## src/hw/rtl/swtc_pkg.sv

```systemverilog
`default_nettype none

package swtc_pkg;

  // Default sizes
  localparam int DEF_SEND_SLOTS    = 64;
  localparam int DEF_REORDER_SLOTS = 32;
  localparam int DEF_MAX_SEG_BYTES = 1012;

  // Field widths
  localparam int SEQ_W     = 16;
  localparam int LEN_W     = 10;
  localparam int WIN_W     = 16;
  localparam int SLOT_W    = 6;
  localparam int RX_SLOT_W = 5;
  localparam int TICK_W    = 32;
  localparam int DUP_W     = 8;
  localparam int CFG_W     = 32;
  localparam int CFG_IDX_W = 3;

  // Register reset values
  localparam logic              RST_START_ROLE = 1'b0;
  localparam logic [SEQ_W-1:0]  RST_INIT_SEQ   = 16'd100;
  localparam logic [WIN_W-1:0]  RST_MAX_RWIN   = 16'd40480;
  localparam logic [WIN_W-1:0]  RST_PEER_WIN   = 16'd1012;
  localparam logic [TICK_W-1:0] RST_TIMEOUT    = 32'd1000;
  localparam logic [DUP_W-1:0]  RST_DUP_LIMIT  = 8'd3;

  // Register indexes
  localparam logic [CFG_IDX_W-1:0] CFG_START_ROLE = 3'd0;
  localparam logic [CFG_IDX_W-1:0] CFG_INIT_SEQ   = 3'd1;
  localparam logic [CFG_IDX_W-1:0] CFG_MAX_RWIN   = 3'd2;
  localparam logic [CFG_IDX_W-1:0] CFG_PEER_WIN   = 3'd3;
  localparam logic [CFG_IDX_W-1:0] CFG_TIMEOUT    = 3'd4;
  localparam logic [CFG_IDX_W-1:0] CFG_DUP_LIMIT  = 3'd5;

  typedef enum logic [1:0] {
    CMD_PACKET = 2'd0,
    CMD_POLL   = 2'd1,
    CMD_TICK   = 2'd2,
    CMD_NONE   = 2'd3
  } cmd_t;

  typedef enum logic [2:0] {
    KIND_NONE    = 3'd0,
    KIND_SYN     = 3'd1,
    KIND_SYNACK  = 3'd2,
    KIND_ACK     = 3'd3,
    KIND_DATA    = 3'd4,
    KIND_RETX    = 3'd5,
    KIND_DELIVER = 3'd6,
    KIND_DROP    = 3'd7
  } kind_t;

  typedef enum logic [2:0] {
    PH_CLIENT_START = 3'd0,
    PH_CLIENT_AWAIT = 3'd1,
    PH_SERVER_START = 3'd2,
    PH_SERVER_AWAIT = 3'd3,
    PH_NORMAL       = 3'd4
  } phase_t;

  typedef struct packed {
    kind_t             kind;
    logic [SEQ_W-1:0]  seq;
    logic [SEQ_W-1:0]  ack;
    logic              syn;
    logic              ack_flag;
    logic [LEN_W-1:0]  len;
    logic [WIN_W-1:0]  win;
    logic [SLOT_W-1:0] slot;
    logic              last;
  } res_t;

  function automatic res_t mk_res(kind_t k, logic [SEQ_W-1:0] seq, logic [SEQ_W-1:0] ack,
                                  logic syn, logic ackf, logic [LEN_W-1:0] len,
                                  logic [WIN_W-1:0] win, logic [SLOT_W-1:0] slot,
                                  logic last);
    res_t r;
    r.kind     = k;
    r.seq      = seq;
    r.ack      = ack;
    r.syn      = syn;
    r.ack_flag = ackf;
    r.len      = len;
    r.win      = win;
    r.slot     = slot;
    r.last     = last;
    return r;
  endfunction

endpackage

`default_nettype wire

```

## src/hw/rtl/sliding_window_transport_control.sv

```systemverilog
// Sliding-window transport control plane.
// Input channel (in_valid/in_ready): one item per command: received packet,
// poll for a packet to send, or timer tick. Result channel (out_valid/
// out_ready): zero or more result items per input item; out_last marks the
// final result of an item. Configuration: cfg_we/cfg_index/cfg_data; the
// user must write it only while the block is idle; the block does not
// enforce this. One item is worked on at a time. A poll, a tick with nothing
// outstanding, or a packet in a handshake phase is handled in the idle
// state; its result passes through the staging register, then the output
// register. A packet carrying a new ACK scans every slot of the send table.
// An in-order payload scans the reorder table once per delivered segment
// plus one final pass; an out-of-order payload takes at most one pass. A
// retransmit tick scans the send table for the oldest entry. Both tables
// are single-port memories with a registered read, so each slot is read,
// then compared. Reset clears all control state and marks every table entry
// invalid at once; no clearing pass is needed. When the receiver stalls, the
// output register holds its item and one more result waits in a staging
// register; a scan with a result to emit pauses until that stage drains.
`default_nettype none

module sliding_window_transport_control
  import swtc_pkg::*;
#(
  parameter int SEND_SLOTS        = DEF_SEND_SLOTS,
  parameter int REORDER_SLOTS     = DEF_REORDER_SLOTS,
  parameter int MAX_SEGMENT_BYTES = DEF_MAX_SEG_BYTES
) (
  input  wire                   clk,
  input  wire                   rst_n,
  input  wire                   in_valid,
  output logic                  in_ready,
  input  wire  [1:0]            in_cmd,
  input  wire  [SEQ_W-1:0]      in_rx_seq,
  input  wire  [SEQ_W-1:0]      in_rx_ack,
  input  wire  [LEN_W-1:0]      in_rx_length,
  input  wire  [WIN_W-1:0]      in_rx_window,
  input  wire                   in_rx_syn,
  input  wire                   in_rx_ack_flag,
  input  wire  [RX_SLOT_W-1:0]  in_rx_slot,
  input  wire  [LEN_W-1:0]      in_app_bytes,
  output logic                  out_valid,
  input  wire                   out_ready,
  output logic [2:0]            out_kind,
  output logic [SEQ_W-1:0]      out_seq,
  output logic [SEQ_W-1:0]      out_ack,
  output logic                  out_syn,
  output logic                  out_ack_flag,
  output logic [LEN_W-1:0]      out_length,
  output logic [WIN_W-1:0]      out_window,
  output logic [SLOT_W-1:0]     out_slot,
  output logic                  out_last,
  input  wire                   cfg_we,
  input  wire  [CFG_IDX_W-1:0]  cfg_index,
  input  wire  [CFG_W-1:0]      cfg_data
);

  localparam int SW = $clog2(SEND_SLOTS);
  localparam int RW = $clog2(REORDER_SLOTS);
  localparam int CW = (SW > RW) ? SW : RW;
  localparam logic [CW-1:0] SEND_LAST = CW'(SEND_SLOTS - 1);
  localparam logic [CW-1:0] RO_LAST   = CW'(REORDER_SLOTS - 1);
  localparam logic [WIN_W-1:0] MAX_SEG = WIN_W'(MAX_SEGMENT_BYTES);

  typedef struct packed {
    logic [SEQ_W-1:0] seq;
    logic [LEN_W-1:0] len;
  } snd_ent_t;

  typedef struct packed {
    logic [SEQ_W-1:0]     seq;
    logic [LEN_W-1:0]     len;
    logic [RX_SLOT_W-1:0] slot;
  } ro_ent_t;

  typedef enum logic [6:0] {
    ST_IDLE    = 7'b0000001,
    ST_ACKSCAN = 7'b0000010,
    ST_PAYLOAD = 7'b0000100,
    ST_ROSCAN  = 7'b0001000,
    ST_HELD    = 7'b0010000,
    ST_OLDSCAN = 7'b0100000,
    ST_RETX    = 7'b1000000
  } state_t;

  // Configuration registers
  logic              role_r, role_nxt;
  logic [SEQ_W-1:0]  iseq_r, iseq_nxt;
  logic [WIN_W-1:0]  maxrw_r, maxrw_nxt;
  logic [WIN_W-1:0]  ipw_r, ipw_nxt;
  logic [TICK_W-1:0] tmo_r, tmo_nxt;
  logic [DUP_W-1:0]  dlim_r, dlim_nxt;

  // Connection state
  state_t            state_r, state_nxt;
  phase_t            phase_r, phase_nxt;
  logic [SEQ_W-1:0]  own_r, own_nxt;
  logic [SEQ_W-1:0]  exp_r, exp_nxt;
  logic [SEQ_W-1:0]  hack_r, hack_nxt;
  logic [DUP_W-1:0]  dup_r, dup_nxt;
  logic [WIN_W-1:0]  bif_r, bif_nxt;
  logic [WIN_W-1:0]  pwin_r, pwin_nxt;
  logic [WIN_W-1:0]  bho_r, bho_nxt;
  logic              ackp_r, ackp_nxt;
  logic [TICK_W-1:0] idle_r, idle_nxt;

  logic [SEND_SLOTS-1:0]    snd_vld_r, snd_vld_nxt;
  logic [REORDER_SLOTS-1:0] ro_vld_r, ro_vld_nxt;

  // Scan control
  logic [CW-1:0] idx_r, idx_nxt;
  logic          rdy_r, rdy_nxt;

  // Latched packet
  logic [SEQ_W-1:0]     pk_seq_r, pk_seq_nxt;
  logic [SEQ_W-1:0]     pk_ack_r, pk_ack_nxt;
  logic [LEN_W-1:0]     pk_len_r, pk_len_nxt;
  logic [RX_SLOT_W-1:0] pk_slot_r, pk_slot_nxt;

  ro_ent_t       dl_r, dl_nxt;
  logic          best_vld_r, best_vld_nxt;
  logic [SW-1:0] best_idx_r, best_idx_nxt;
  snd_ent_t      best_r, best_nxt;

  res_t pr_r, pr_nxt;
  logic pr_vld_r, pr_vld_nxt;
  res_t out_r, out_nxt;
  logic out_vld_r, out_vld_nxt;

  // Memories
  snd_ent_t snd_mem [SEND_SLOTS];
  ro_ent_t  ro_mem [REORDER_SLOTS];
  snd_ent_t snd_rd_r;
  ro_ent_t  ro_rd_r;
  logic     snd_we, ro_we;
  logic [SW-1:0] snd_waddr;
  logic [RW-1:0] ro_waddr;
  snd_ent_t snd_wdata;
  ro_ent_t  ro_wdata;

  logic [SW-1:0] sidx;
  logic [RW-1:0] ridx;
  logic [SW-1:0] snd_free_idx;
  logic [RW-1:0] ro_free_idx;
  logic          snd_free_any, ro_free_any;
  logic [WIN_W-1:0] free_win;
  logic [WIN_W-1:0] room, chunk;
  logic [LEN_W-1:0] cnt;
  logic [TICK_W-1:0] idle_inc;
  logic accept;

  assign sidx     = idx_r[SW-1:0];
  assign ridx     = idx_r[RW-1:0];
  assign accept   = in_valid && in_ready;
  assign in_ready = (state_r == ST_IDLE) && !pr_vld_r;
  assign free_win = (maxrw_r > bho_r) ? (maxrw_r - bho_r) : '0;
  assign room     = (pwin_r > bif_r) ? (pwin_r - bif_r) : '0;
  assign chunk    = (room < MAX_SEG) ? room : MAX_SEG;
  assign cnt      = ({{(WIN_W-LEN_W){1'b0}}, in_app_bytes} < chunk) ? in_app_bytes
                                                                    : chunk[LEN_W-1:0];
  assign idle_inc = (&idle_r) ? idle_r : idle_r + 1'b1;

  // Find the first free entry of each table
  always_comb begin
    snd_free_idx = '0;
    for (int i = SEND_SLOTS - 1; i >= 0; i--) begin
      if (!snd_vld_r[i]) snd_free_idx = SW'(i);
    end
  end
  assign snd_free_any = ~&snd_vld_r;

  always_comb begin
    ro_free_idx = '0;
    for (int i = REORDER_SLOTS - 1; i >= 0; i--) begin
      if (!ro_vld_r[i]) ro_free_idx = RW'(i);
    end
  end
  assign ro_free_any = ~&ro_vld_r;

  // Next-state logic
  always_comb begin
    role_nxt     = role_r;
    iseq_nxt     = iseq_r;
    maxrw_nxt    = maxrw_r;
    ipw_nxt      = ipw_r;
    tmo_nxt      = tmo_r;
    dlim_nxt     = dlim_r;
    state_nxt    = state_r;
    phase_nxt    = phase_r;
    own_nxt      = own_r;
    exp_nxt      = exp_r;
    hack_nxt     = hack_r;
    dup_nxt      = dup_r;
    bif_nxt      = bif_r;
    pwin_nxt     = pwin_r;
    bho_nxt      = bho_r;
    ackp_nxt     = ackp_r;
    idle_nxt     = idle_r;
    snd_vld_nxt  = snd_vld_r;
    ro_vld_nxt   = ro_vld_r;
    idx_nxt      = idx_r;
    rdy_nxt      = rdy_r;
    pk_seq_nxt   = pk_seq_r;
    pk_ack_nxt   = pk_ack_r;
    pk_len_nxt   = pk_len_r;
    pk_slot_nxt  = pk_slot_r;
    dl_nxt       = dl_r;
    best_vld_nxt = best_vld_r;
    best_idx_nxt = best_idx_r;
    best_nxt     = best_r;
    pr_nxt       = pr_r;
    pr_vld_nxt   = pr_vld_r;
    out_nxt      = out_r;
    out_vld_nxt  = out_vld_r;
    snd_we       = 1'b0;
    snd_waddr    = snd_free_idx;
    snd_wdata    = '{seq: own_r, len: cnt};
    ro_we        = 1'b0;
    ro_waddr     = ro_free_idx;
    ro_wdata     = '{seq: pk_seq_r, len: pk_len_r, slot: pk_slot_r};

    // Drain the staging register into the output register
    if (!out_vld_r || out_ready) begin
      out_vld_nxt = pr_vld_r;
      if (pr_vld_r) out_nxt = pr_r;
      pr_vld_nxt = 1'b0;
    end

    unique case (state_r)
      ST_IDLE: begin
        if (accept) begin
          unique case (cmd_t'(in_cmd))
            CMD_PACKET: begin
              unique case (phase_r)
                PH_SERVER_AWAIT: begin
                  if (in_rx_syn && !in_rx_ack_flag) begin
                    exp_nxt   = in_rx_seq + 1'b1;
                    phase_nxt = PH_SERVER_START;
                  end else if (in_rx_ack_flag) begin
                    phase_nxt = PH_NORMAL;
                  end
                end
                PH_CLIENT_AWAIT: begin
                  if (in_rx_syn && in_rx_ack_flag) begin
                    ackp_nxt  = 1'b1;
                    exp_nxt   = in_rx_seq + 1'b1;
                    own_nxt   = own_r + 1'b1;
                    phase_nxt = PH_NORMAL;
                  end
                end
                PH_NORMAL: begin
                  pwin_nxt    = in_rx_window;
                  pk_seq_nxt  = in_rx_seq;
                  pk_ack_nxt  = in_rx_ack;
                  pk_len_nxt  = in_rx_length;
                  pk_slot_nxt = in_rx_slot;
                  idx_nxt     = '0;
                  rdy_nxt     = 1'b0;
                  if (in_rx_ack_flag && (in_rx_ack > hack_r)) begin
                    hack_nxt  = in_rx_ack;
                    dup_nxt   = '0;
                    state_nxt = ST_ACKSCAN;
                  end else begin
                    if (in_rx_ack_flag && (in_rx_ack == hack_r) && (hack_r != '0)
                        && !(&dup_r)) begin
                      dup_nxt = dup_r + 1'b1;
                    end
                    state_nxt = ST_PAYLOAD;
                  end
                end
                default: ;
              endcase
            end
            CMD_POLL: begin
              unique case (phase_r)
                PH_CLIENT_START: begin
                  pr_nxt = mk_res(KIND_SYN, own_r, '0, 1'b1, 1'b0, '0, maxrw_r, '0, 1'b1);
                  pr_vld_nxt = 1'b1;
                  phase_nxt  = PH_CLIENT_AWAIT;
                  idle_nxt   = '0;
                end
                PH_SERVER_START: begin
                  pr_nxt = mk_res(KIND_SYNACK, own_r, exp_r, 1'b1, 1'b1, '0, maxrw_r, '0,
                                  1'b1);
                  pr_vld_nxt = 1'b1;
                  own_nxt    = own_r + 1'b1;
                  phase_nxt  = PH_SERVER_AWAIT;
                  idle_nxt   = '0;
                end
                PH_NORMAL: begin
                  if (ackp_r) begin
                    pr_nxt = mk_res(KIND_ACK, own_r, exp_r, 1'b0, 1'b1, '0, free_win, '0,
                                    1'b1);
                    pr_vld_nxt = 1'b1;
                    ackp_nxt   = 1'b0;
                    idle_nxt   = '0;
                  end else if ((cnt != '0) && snd_free_any) begin
                    snd_we = 1'b1;
                    snd_vld_nxt[snd_free_idx] = 1'b1;
                    pr_nxt = mk_res(KIND_DATA, own_r, exp_r, 1'b0, 1'b1, cnt, free_win,
                                    SLOT_W'(snd_free_idx), 1'b1);
                    pr_vld_nxt = 1'b1;
                    bif_nxt    = bif_r + {{(WIN_W-LEN_W){1'b0}}, cnt};
                    own_nxt    = own_r + 1'b1;
                    idle_nxt   = '0;
                  end
                end
                default: ;
              endcase
            end
            CMD_TICK: begin
              idx_nxt      = '0;
              rdy_nxt      = 1'b0;
              best_vld_nxt = 1'b0;
              if (!(|snd_vld_r)) begin
                idle_nxt = '0;
              end else if (idle_inc >= tmo_r) begin
                idle_nxt  = '0;
                state_nxt = ST_OLDSCAN;
              end else if (dup_r >= dlim_r) begin
                idle_nxt  = '0;
                dup_nxt   = '0;
                state_nxt = ST_OLDSCAN;
              end else begin
                idle_nxt = idle_inc;
              end
            end
            default: ;
          endcase
        end
      end

      // Free every outstanding segment below the new ACK
      ST_ACKSCAN: begin
        if (!rdy_r) begin
          rdy_nxt = 1'b1;
        end else begin
          if (snd_vld_r[sidx] && (snd_rd_r.seq < pk_ack_r)) begin
            bif_nxt = (bif_r > {{(WIN_W-LEN_W){1'b0}}, snd_rd_r.len})
                      ? bif_r - {{(WIN_W-LEN_W){1'b0}}, snd_rd_r.len} : '0;
            snd_vld_nxt[sidx] = 1'b0;
          end
          rdy_nxt = 1'b0;
          if (idx_r == SEND_LAST) begin
            idx_nxt   = '0;
            state_nxt = ST_PAYLOAD;
          end else begin
            idx_nxt = idx_r + 1'b1;
          end
        end
      end

      ST_PAYLOAD: begin
        if (pk_len_r == '0) begin
          state_nxt = ST_IDLE;
        end else begin
          ackp_nxt = 1'b1;
          if (pk_seq_r == exp_r) begin
            dl_nxt    = '{seq: pk_seq_r, len: pk_len_r, slot: pk_slot_r};
            exp_nxt   = exp_r + 1'b1;
            state_nxt = ST_ROSCAN;
          end else if (pk_seq_r > exp_r) begin
            state_nxt = ST_HELD;
          end else begin
            state_nxt = ST_IDLE;
          end
        end
      end

      // Release held segments that continue the in-order run
      ST_ROSCAN: begin
        if (!rdy_r) begin
          rdy_nxt = 1'b1;
        end else if (ro_vld_r[ridx] && (ro_rd_r.seq == exp_r)) begin
          if (!pr_vld_r) begin
            pr_nxt = mk_res(KIND_DELIVER, dl_r.seq, '0, 1'b0, 1'b0, dl_r.len, '0,
                            SLOT_W'(dl_r.slot), 1'b0);
            pr_vld_nxt = 1'b1;
            dl_nxt     = ro_rd_r;
            exp_nxt    = exp_r + 1'b1;
            bho_nxt    = (bho_r > {{(WIN_W-LEN_W){1'b0}}, ro_rd_r.len})
                         ? bho_r - {{(WIN_W-LEN_W){1'b0}}, ro_rd_r.len} : '0;
            ro_vld_nxt[ridx] = 1'b0;
            idx_nxt = '0;
            rdy_nxt = 1'b0;
          end
        end else if (idx_r == RO_LAST) begin
          if (!pr_vld_r) begin
            pr_nxt = mk_res(KIND_DELIVER, dl_r.seq, '0, 1'b0, 1'b0, dl_r.len, '0,
                            SLOT_W'(dl_r.slot), 1'b1);
            pr_vld_nxt = 1'b1;
            state_nxt  = ST_IDLE;
          end
        end else begin
          idx_nxt = idx_r + 1'b1;
          rdy_nxt = 1'b0;
        end
      end

      // Hold an early segment unless it is a duplicate or the table is full
      ST_HELD: begin
        if (!rdy_r) begin
          rdy_nxt = 1'b1;
        end else if ((ro_vld_r[ridx] && (ro_rd_r.seq == pk_seq_r))
                     || ((idx_r == RO_LAST) && !ro_free_any)) begin
          if (!pr_vld_r) begin
            pr_nxt = mk_res(KIND_DROP, pk_seq_r, '0, 1'b0, 1'b0, pk_len_r, '0,
                            SLOT_W'(pk_slot_r), 1'b1);
            pr_vld_nxt = 1'b1;
            state_nxt  = ST_IDLE;
          end
        end else if (idx_r == RO_LAST) begin
          ro_we = 1'b1;
          ro_vld_nxt[ro_free_idx] = 1'b1;
          bho_nxt   = bho_r + {{(WIN_W-LEN_W){1'b0}}, pk_len_r};
          state_nxt = ST_IDLE;
        end else begin
          idx_nxt = idx_r + 1'b1;
          rdy_nxt = 1'b0;
        end
      end

      // Find the outstanding segment with the smallest sequence
      ST_OLDSCAN: begin
        if (!rdy_r) begin
          rdy_nxt = 1'b1;
        end else begin
          if (snd_vld_r[sidx] && (!best_vld_r || (snd_rd_r.seq < best_r.seq))) begin
            best_vld_nxt = 1'b1;
            best_idx_nxt = sidx;
            best_nxt     = snd_rd_r;
          end
          rdy_nxt = 1'b0;
          if (idx_r == SEND_LAST) begin
            state_nxt = ST_RETX;
          end else begin
            idx_nxt = idx_r + 1'b1;
          end
        end
      end

      ST_RETX: begin
        if (!pr_vld_r) begin
          pr_nxt = mk_res(KIND_RETX, best_r.seq, exp_r, 1'b0, 1'b1, best_r.len, free_win,
                          SLOT_W'(best_idx_r), 1'b1);
          pr_vld_nxt = 1'b1;
          state_nxt  = ST_IDLE;
        end
      end

      default: state_nxt = ST_IDLE;
    endcase

    // Register writes
    if (cfg_we) begin
      unique case (cfg_index)
        CFG_START_ROLE: begin
          role_nxt  = cfg_data[0];
          phase_nxt = cfg_data[0] ? PH_SERVER_AWAIT : PH_CLIENT_START;
        end
        CFG_INIT_SEQ: begin
          iseq_nxt = cfg_data[SEQ_W-1:0];
          own_nxt  = cfg_data[SEQ_W-1:0];
        end
        CFG_MAX_RWIN: maxrw_nxt = cfg_data[WIN_W-1:0];
        CFG_PEER_WIN: begin
          ipw_nxt  = cfg_data[WIN_W-1:0];
          pwin_nxt = cfg_data[WIN_W-1:0];
        end
        CFG_TIMEOUT:   tmo_nxt  = cfg_data[TICK_W-1:0];
        CFG_DUP_LIMIT: dlim_nxt = cfg_data[DUP_W-1:0];
        default: ;
      endcase
    end
  end

  // Control registers
  always_ff @(posedge clk) begin
    if (!rst_n) begin
      role_r     <= RST_START_ROLE;
      iseq_r     <= RST_INIT_SEQ;
      maxrw_r    <= RST_MAX_RWIN;
      ipw_r      <= RST_PEER_WIN;
      tmo_r      <= RST_TIMEOUT;
      dlim_r     <= RST_DUP_LIMIT;
      state_r    <= ST_IDLE;
      phase_r    <= RST_START_ROLE ? PH_SERVER_AWAIT : PH_CLIENT_START;
      own_r      <= RST_INIT_SEQ;
      exp_r      <= '0;
      hack_r     <= '0;
      dup_r      <= '0;
      bif_r      <= '0;
      pwin_r     <= RST_PEER_WIN;
      bho_r      <= '0;
      ackp_r     <= 1'b0;
      idle_r     <= '0;
      snd_vld_r  <= '0;
      ro_vld_r   <= '0;
      idx_r      <= '0;
      rdy_r      <= 1'b0;
      best_vld_r <= 1'b0;
      pr_vld_r   <= 1'b0;
      out_vld_r  <= 1'b0;
    end else begin
      role_r     <= role_nxt;
      iseq_r     <= iseq_nxt;
      maxrw_r    <= maxrw_nxt;
      ipw_r      <= ipw_nxt;
      tmo_r      <= tmo_nxt;
      dlim_r     <= dlim_nxt;
      state_r    <= state_nxt;
      phase_r    <= phase_nxt;
      own_r      <= own_nxt;
      exp_r      <= exp_nxt;
      hack_r     <= hack_nxt;
      dup_r      <= dup_nxt;
      bif_r      <= bif_nxt;
      pwin_r     <= pwin_nxt;
      bho_r      <= bho_nxt;
      ackp_r     <= ackp_nxt;
      idle_r     <= idle_nxt;
      snd_vld_r  <= snd_vld_nxt;
      ro_vld_r   <= ro_vld_nxt;
      idx_r      <= idx_nxt;
      rdy_r      <= rdy_nxt;
      best_vld_r <= best_vld_nxt;
      pr_vld_r   <= pr_vld_nxt;
      out_vld_r  <= out_vld_nxt;
    end
  end

  // Payload registers
  always_ff @(posedge clk) begin
    pk_seq_r   <= pk_seq_nxt;
    pk_ack_r   <= pk_ack_nxt;
    pk_len_r   <= pk_len_nxt;
    pk_slot_r  <= pk_slot_nxt;
    dl_r       <= dl_nxt;
    best_idx_r <= best_idx_nxt;
    best_r     <= best_nxt;
    pr_r       <= pr_nxt;
    out_r      <= out_nxt;
  end

  // Send table memory
  always_ff @(posedge clk) begin
    if (snd_we) snd_mem[snd_waddr] <= snd_wdata;
    snd_rd_r <= snd_mem[sidx];
  end

  // Reorder table memory
  always_ff @(posedge clk) begin
    if (ro_we) ro_mem[ro_waddr] <= ro_wdata;
    ro_rd_r <= ro_mem[ridx];
  end

  assign out_valid    = out_vld_r;
  assign out_kind     = out_r.kind;
  assign out_seq      = out_r.seq;
  assign out_ack      = out_r.ack;
  assign out_syn      = out_r.syn;
  assign out_ack_flag = out_r.ack_flag;
  assign out_length   = out_r.len;
  assign out_window   = out_r.win;
  assign out_slot     = out_r.slot;
  assign out_last     = out_r.last;

endmodule

`default_nettype wire

```

## config.mk

```make
export PLATFORM = sky130hd
export DESIGN_NAME = sliding_window_transport_control
export DESIGN_NICKNAME = d
export VERILOG_FILES = /design/src/hw/rtl/swtc_pkg.sv /design/src/hw/rtl/sliding_window_transport_control.sv
export SDC_FILE = /design/constraint.sdc
export NUM_CORES = 2
export LEC_CHECK = 0
export BUFFER_PORTS_ARGS = -buffer_cell sky130_fd_sc_hd__buf_2
export CAP_MARGIN = 30
export CORE_UTILIZATION = 55
export DETAILED_ROUTE_END_ITERATION = 10
export PLACE_DENSITY = 0.71
export SKIP_CTS_REPAIR_TIMING = 1
export SYNTH_ARGS = -nofsm -noshare
export SYNTH_HDL_FRONTEND = slang
export SYNTH_SLANG_ARGS = --single-unit
```

## constraint.sdc

```tcl
create_clock -name clk -period 11 [get_ports clk]
set_clock_uncertainty 0.2 [all_clocks]
set_input_delay 1.65 -clock clk [delete_from_list [all_inputs] [get_ports clk]]
set_output_delay 1.65 -clock clk [all_outputs]
set_load 0.005 [all_outputs]
```

==> run_results.csv <==
group,metric,value,unit
timing,min_period,8.769,ns
run,drv_cap,0,
timing,setup_ws,2.231,ns
synth,ys_seq_elements,3272,
finish,fin_nets,9604,
synth,synthFlopType,"edfxtp_1",
finish,drive_above_1_share,12.49,%
clock_tree,clk_path_buf_depth,4,
global_routing,grt_overflow,0,
finish,final_cell_mix,"edfxtp_1, a22oi_1, nand2_1",
placement,io_buffers,188,
timing,clock.fmax,114.0,MHz
critical_path,reg2reg_to,"bif_r[14]",
timing,whs,0.2107,ns
synth,synthesis.nets,9351,
hold_path,whs_endpoint,"out_window[9]",
drt,wirelength,402.1,mm
placement,gp_congestion,0.9572,
global_routing,grt_max_degree,140,
clock_tree,cts.clk_slew.worst_paths,0.06,ns
die,die_area,240200,sq um
critical_path,critPathMostFrequentCell,"inv_1",
timing,tightest_slew,1.121,ns
synth,synth_warnings,0,
placement,dp_hpwl,229.0,mm
synth,synth_area,131000,sq um
clock_tree,clock_latency,0.97,ns
placement,dp_cells,12078,
finish,multi_input_area,33880,sq um
critical_path,critical_path_class,"flop to flop",
drt,wl_per_cell,31.68,um
die,num_io_pins,189,
global_routing,grt_pass1_vias,82781,
power_and_ir_drop,peakVddDrop,159.6,uV
drt,initialDrtViolationCount,13892,
timing,finalCritPeriodShare,79.72,%
drt,post-route-drc-count,0,
power_and_ir_drop,p_leak,47.44,nW
timing,slew_viol_final,0,
critical_path,rr_startpoint,"bif_r[4]",
critical_path,slowest_stage,"buf_4",
power_and_ir_drop,powerDensity,178.2,nW/um^2
drt,dr.pass1.iters,9,
clock_tree,cts_tree,"yes",
critical_path,cp-start-kind,"flop",
hold_path,min_path_cells,0,
timing,rsz0062_at_grt,"false",
clock_tree,numCtsBuffers,339,
finish,layout_commonest_cell,"edfxtp_1",
clock_tree,cts_htree_levels,5,
synth,synth_enable_flop_cells,2906,
global_routing,antenna_found_initial,31,
clock_tree,clock-root-buffer,"clkbuf_16",
status,status,"finished clean",
synth,syn_avg_cell_area,14.50,sq um
clock_tree,clock-sinks,3272,
timing,slew_headroom,25.24,%
placement,pre_cts_slack,2.329,ns
global_routing,grt_util_all_layers,32.55,%
drt,viasPerCell,6.903,
drt,via_count,87619,
critical_path,cp.arrival,9.46,ns
synth,synth_cell_type_count,100,
global_routing,grt_pass1_wl,573.0,mm
finish,area_growth,12.65,%
die,core,236100,sq um
critical_path,crit_required,11.69,ns
die,initial_core_util,55.50,%
die,die_h,490.1,um
synth,syn_inst,9034,
synth,ys_seq_area_share,72.20,%
critical_path,rrSetupSlack,2.23,ns
critical_path,worstSetupEndpointType,"flop",
timing,hold_viol,0,
critical_path,cp_max_fo,66,
die,rows,178,
critical_path,cpPeakStageDelay,0.62,ns
synth,ys_async_sr_fraction,0,%
timing,finalSetupTns,0,ns
finish,fill_cells,17016,
hold_path,hold_class,"flop to flop",
critical_path,r2r_cells,32,
drt,drt.antenna.violating_nets,0,
die,die_x,490.1,um
finish,fin_cells,12692,
finish,seq_area,94630,sq um
timing,setup_viol,0,
hold_path,worstHoldStart,"pr_r[16]",
[stage by stage]
step           power, mW  utilization [%]  instance area, sq um
6_report           26.30            62.52                147600
5_1_grt            26.89            62.51                147600
4_1_cts            26.29            62.33                147200
3_5_place_dp       15.48            57.88                136600
3_3_place_gp       15.44            57.71                136200
2_1_floorplan      14.85                -                131000
[sequential cells by signal, summed over array words and instances (netlist names), 16 cells and up]
signal	flops
exp_r	16
tmo_r	32
dl_r	31
ro_mem	992
idle_r	32
hack_r	16
bho_r	16
out_seq	16
own_r	16
pr_r	70
best_r	26
maxrw_r	16
out_window	16
snd_mem	1664
pwin_r	16
snd_vld_r	64
pk_seq_r	16
ro_vld_r	32
out_ack	16
snd_rd_r	26
bif_r	16
ro_rd_r	31
pk_ack_r	16
[synthesized netlist by cell type (all sizes together) (150+ instances only)]
master  number  area (sq um)
a22oi      931          6989
nand4      359          2252
o21ai      400          2002
ha         194          2427
edfxtp    2906         87260
a22o       157          1375
inv        268          1006
a21oi      270          1351
o211ai     182          1366
a221oi     225          1971
nor2       396          1489
nand2      576          2162
dfxtp      366          7327
clkbuf     443          1664
nand3      150         750.7
[layer usage]
metal | GRT usage [%] | vias up | wire (um)
met4 | 13.63 | 24 | 17890
met5 | 0 | - | 180
met1 | 45.83 | 43429 | 151700
met3 | 7.997 | 991 | 53990
li1 | - | 36720 | -
met2 | 48.55 | 6455 | 178400
[kinds of logic (layout without fill, tap and decap cells)]
group	after synthesis	count (layout)	synth area share, %
flip-flops	3272	3272	72.20
AO/OA/AOI/OAI	2645	2645	14.48
AND/OR/NAND/NOR	1849	1849	6.845
buffers and inverters	812	1312	2.387
adder cells (fa/ha/maj)	200	200	1.944
multiplexers	138	138	1.361
XOR/XNOR	118	118	0.7888
other	0	8	0
[worst max-delay path, delay by kind of cell (launching register included)]
kind | cells | cell delay, ns
fa+ha+maj | 4 | 1.40
compound gates | 16 | 3.68
flops | 1 | 0.38
buf+inv | 6 | 1.08
simple gates | 6 | 1.97
[final cells by class]
cell class,instances,area share [%]
antenna,8,0.01356
clock buffer,421,6.138
clock inverter,167,0.9834
inverter,270,0.6901
multi-input combinational,4950,22.96
sequential,3272,64.12
tap,3150,2.670
timing repair buffer,454,2.431
[worst max path at each step]
| stage | end | slack (ns) | start | cells after the start |
|---|---|---|---|---|
| global route | bif_r[14] | 1.74 | bif_r[1] | 31 |
| detailed placement | bif_r[14] | 2.33 | bif_r[4] | 32 |
| floorplan | bif_r[14] | 2.15 | bif_r[4] | 29 |
| global placement | bif_r[14] | 2.40 | bif_r[4] | 32 |
| finish | bif_r[14] | 2.23 | bif_r[4] | 32 |
| CTS | bif_r[14] | 2.29 | bif_r[4] | 32 |
[report_power, final]
part	switching, mW	leakage [nW]	internal (mW)
Sequential	0.0846	29.6	13.7
Combinational	1.07	12.7	0.377
Clock	4.67	5.13	6.36
Total	5.83	47.4	20.5
Power figures use the tool's default switching activity.
